File: src/sv/msic_ram.sv
// Generic RAM: one write port, two read ports, read data registered.
// No dependencies.
`default_nettype none
module msic_ram #(
    parameter int unsigned WIDTH = 32,
    parameter int unsigned DEPTH = 64,
    localparam int unsigned AW   = (DEPTH > 1) ? $clog2(DEPTH) : 1
) (
    input  wire logic             i_clk,
    input  wire logic             i_we,
    input  wire logic [AW-1:0]    i_waddr,
    input  wire logic [WIDTH-1:0] i_wdata,
    input  wire logic [AW-1:0]    i_raddr_a,
    input  wire logic [AW-1:0]    i_raddr_b,
    output logic      [WIDTH-1:0] o_rdata_a,
    output logic      [WIDTH-1:0] o_rdata_b
);

    logic [WIDTH-1:0] r_mem [DEPTH];

    always_ff @(posedge i_clk) begin
        if (i_we) begin
            r_mem[i_waddr] <= i_wdata;
        end
        o_rdata_a <= r_mem[i_raddr_a];
        o_rdata_b <= r_mem[i_raddr_b];
    end

endmodule
`default_nettype wire

File: config.mk
export PLATFORM = sky130hd
export DESIGN_NAME = msic_ram
export DESIGN_NICKNAME = d
export VERILOG_FILES = /design/src/sv/msic_ram.sv
export SDC_FILE = /design/constraint.sdc
export NUM_CORES = 2
export LEC_CHECK = 0
export BUFFER_PORTS_ARGS = -buffer_cell sky130_fd_sc_hd__buf_4
export CELL_PAD_IN_SITES_DETAIL_PLACEMENT = 0
export CELL_PAD_IN_SITES_GLOBAL_PLACEMENT = 2
export CORE_MARGIN = 2
export CORE_UTILIZATION = 40
export CTS_CLUSTER_SIZE = 28
export DETAILED_ROUTE_END_ITERATION = 10
export PLACE_DENSITY_LB_ADDON = 0.1
export SETUP_SLACK_MARGIN = 0.5
export SYNTH_ARGS = -nofsm -noshare
export SYNTH_HDL_FRONTEND = slang
export SYNTH_SLANG_ARGS = --single-unit
File: constraint.sdc
create_clock -name i_clk -period 3.4 [get_ports i_clk]
set_input_delay 0 -clock i_clk [delete_from_list [all_inputs] [get_ports i_clk]]
set_output_delay 0 -clock i_clk [all_outputs]
set_load 0.01 [all_outputs]
==> results.sh <==
export IMPL_io_buffer_count=115
export IMPL_grt_pass1_vias=53400
export IMPL_cts_setup_buffers=0
export IMPL_overflow=0
export IMPL_min_delay_start="i_raddr_a[1]"
export IMPL_max_cap_viol_count=0
export IMPL_power_density_nw_per_um2=533
export IMPL_slew_headroom=0.221
export IMPL_setup_worst_path_start="i_waddr[4]"
export IMPL_hold_path_endpoint="o_rdata_a[10]"
export IMPL_vias=52700
export IMPL_whs_path_depth=5
export IMPL_post_drt_wl_per_cell_um=40.2
export IMPL_path_max_fanout=13
export IMPL_synth_area_um2=95700
export IMPL_worst_pin_slew_ns=1.17
export IMPL_cp_required_ns=3.95
export IMPL_clock_skew_ns=0.0258
export IMPL_startpoint_type="primary input"
export IMPL_nNetsFinal=4843
export IMPL_grt_pass1_wl_mm=449
export IMPL_clock_path_buffers=3
export IMPL_nFillCells=19600
export IMPL_ff2ff_path_depth=4
export IMPL_violations="design-rule violations"
export IMPL_ys_seq_area_frac=0.656
export IMPL_synth_nets=4464
export IMPL_r2r_start="r_mem[31][8]"
export IMPL_maxSlewViolCount=0
export IMPL_rsz0062_at_grt="false"
export IMPL_critPathKind="primary input to register"
export IMPL_place_congestion=0.789
export IMPL_synth_edf_count=2048
export IMPL_hold_viol=0
export IMPL_ys_warn_count=0
export IMPL_hold_slack_ns=0.0888
export IMPL_routed_wl_mm=329
export IMPL_place_area_um2=103000
export IMPL_cts_clk_slew_worst_paths_ns=0.07
export IMPL_grt_max_degree=65
export IMPL_synth_main_ff_cell="edfxtp_1"
export IMPL_place_hpwl_mm=187
export IMPL_pre_cts_ws_ns=0.345
export IMPL_htree_levels=4
export IMPL_timing_rr_end="o_rdata_a[8]"
export IMPL_drive_gt1_frac=0.408
export IMPL_die_h_um=493
export IMPL_worstPathArrival_ns=3.13
export IMPL_vias_per_cell=6.44
export IMPL_p_leak_nw=35.1
export IMPL_status="finished with violations"
export IMPL_cts_tree="built"
export IMPL_worst_setup_path_end_kind="register"
export IMPL_setup_viol=0
export IMPL_design_area_um2=111000
export IMPL_antenna_found_initial=25
export IMPL_num_rows=179
export IMPL_p_total_mw=59.3
export IMPL_ys_ff_latch=2112
export IMPL_r2r_slack_ns=0.85
export IMPL_fin_crit_ns=2.57
export IMPL_cts_sinks=2112
export IMPL_fin_ws_ns=0.828
export IMPL_drt_first_pass_iters=9
export IMPL_clk_latency_ns=0.87
export IMPL_drtIter0Drc=6651
export IMPL_post_route_period_util=0.757
export IMPL_hp_class="primary input to register"
export IMPL_cts_buffers_inserted=228
export IMPL_syn_avg_cell_area_um2=21.7
export IMPL_detail_route_antenna_nets=0
export IMPL_initial_core_util=0.402
export IMPL_peakVddDrop_v=0.000533
export IMPL_finalSetupTns_ns=0
export IMPL_final_cell_mix="2048 x edfxtp_1, 1124 x mux4_2, 320 x buf_4"
export IMPL_design_die_area_um2=243000
export IMPL_die_w_um=493
export IMPL_drc_errors=14
export IMPL_cts_root_buf="clkbuf_16"
export IMPL_final_common_cell="edfxtp_1"
export IMPL_synth_distinct_cells=38
export IMPL_syn_inst=4412
export IMPL_async_reset_ff_frac=0
export IMPL_syn2layout_area_growth_pct=16.5
export IMPL_coreArea_um2=238000
export IMPL_io_pins=116
export IMPL_timing_fmax_mhz=389
export IMPL_grt_total_usage=0.270
through the flow:
step                cells   util
floorplan            4412      -
global placement     7678  0.434
detailed placement   7678  0.434
CTS                  8163  0.468
global route         8166  0.468
finish               8178  0.468
per-layer routing:
metal / GRT usage / share of wire
met1: 0.381 / 0.42
met2: 0.431 / 0.48
met4: 0.0712 / 0.025
met3: 0.0545 / 0.080
met5: 0 / 0.00020
kinds of logic (layout without fill, tap and decap cells):
family	after synthesis	in the layout	synth area share
AND/OR/NAND/NOR	248	248	0.0113
multiplexers	1364	1364	0.290
other	0	15	0
AO/OA/AOI/OAI	340	340	0.0239
flip-flops	2112	2112	0.656
buffers and inverters	348	932	0.0183
layout make-up:
cell class	instances	area (um2)	share of cell area
inverters	1	3.75	0.0000337
well taps	3167	3960	0.0356
clock buffers	328	6490	0.0582
repair buffers	496	5370	0.0482
flip-flops and latches	2112	62800	0.564
multi-input cells	1952	31700	0.284
diodes	15	37.5	0.000337
clock inverters	107	1100	0.00987
critical path: stages:
cell,delay [ns]
dlygate4sd3_1,0.81
buf_4,0.24
nor2b_1,0.23
nand4_1,0.41
nor3_4,0.26
dlymetal6s4s_1,0.83
buf_12,0.27
power breakdown:
group	total (mW)	switching, mW	internal, mW
registers	29.0	0.220	28.8
logic	5.08	2.91	2.17
clock network	25.2	10.5	14.7
worst max path at each step:
stage | to | slack [ns] | cells past startpoint
floorplan | r_mem[59][0] | 0.90 | 4
global placement | o_rdata_a[5] | 0.27 | 8
detailed placement | o_rdata_a[8] | 0.35 | 7
CTS | r_mem[49][28] | 0.53 | 7
global route | o_rdata_a[8] | 0.69 | 4
finish | r_mem[49][5] | 0.83 | 7
sequential cells by signal, indices dropped and copies added (netlist names):
| name | count |
|---|---|
| o_rdata_b | 32 |
| o_rdata_a | 32 |
| r_mem | 2048 |
Yosys cell counts (16+ instances only):
cell type	n	share of area
edfxtp_1	2048	0.64
mux4_2	1124	0.26
mux2i_1	204	0.021
clkbuf_1	135	0.0053
buf_2	121	0.0063
nor2_1	94	0.0037
nand2_1	93	0.0036
a22oi_1	85	0.0067
dfxtp_1	64	0.013
a21oi_1	58	0.0030
o22ai_1	56	0.0037
buf_4	55	0.0043
mux2_2	36	0.0042
o21ai_1	31	0.0016
o211ai_1	27	0.0021
buf_1	25	0.00098
nor2b_1	19	0.0012
o21ai_0	18	0.00094
o221ai_1	16	0.0015
what timing repair did:
item / in CTS / in global routing
hold buffers: 50 / 0
hold endpoints to repair: 2345 / 0
setup endpoints to repair: 0 / 30
gates resized for setup: 0 / 1
Note: power is estimated with default switching activity, not from simulation.
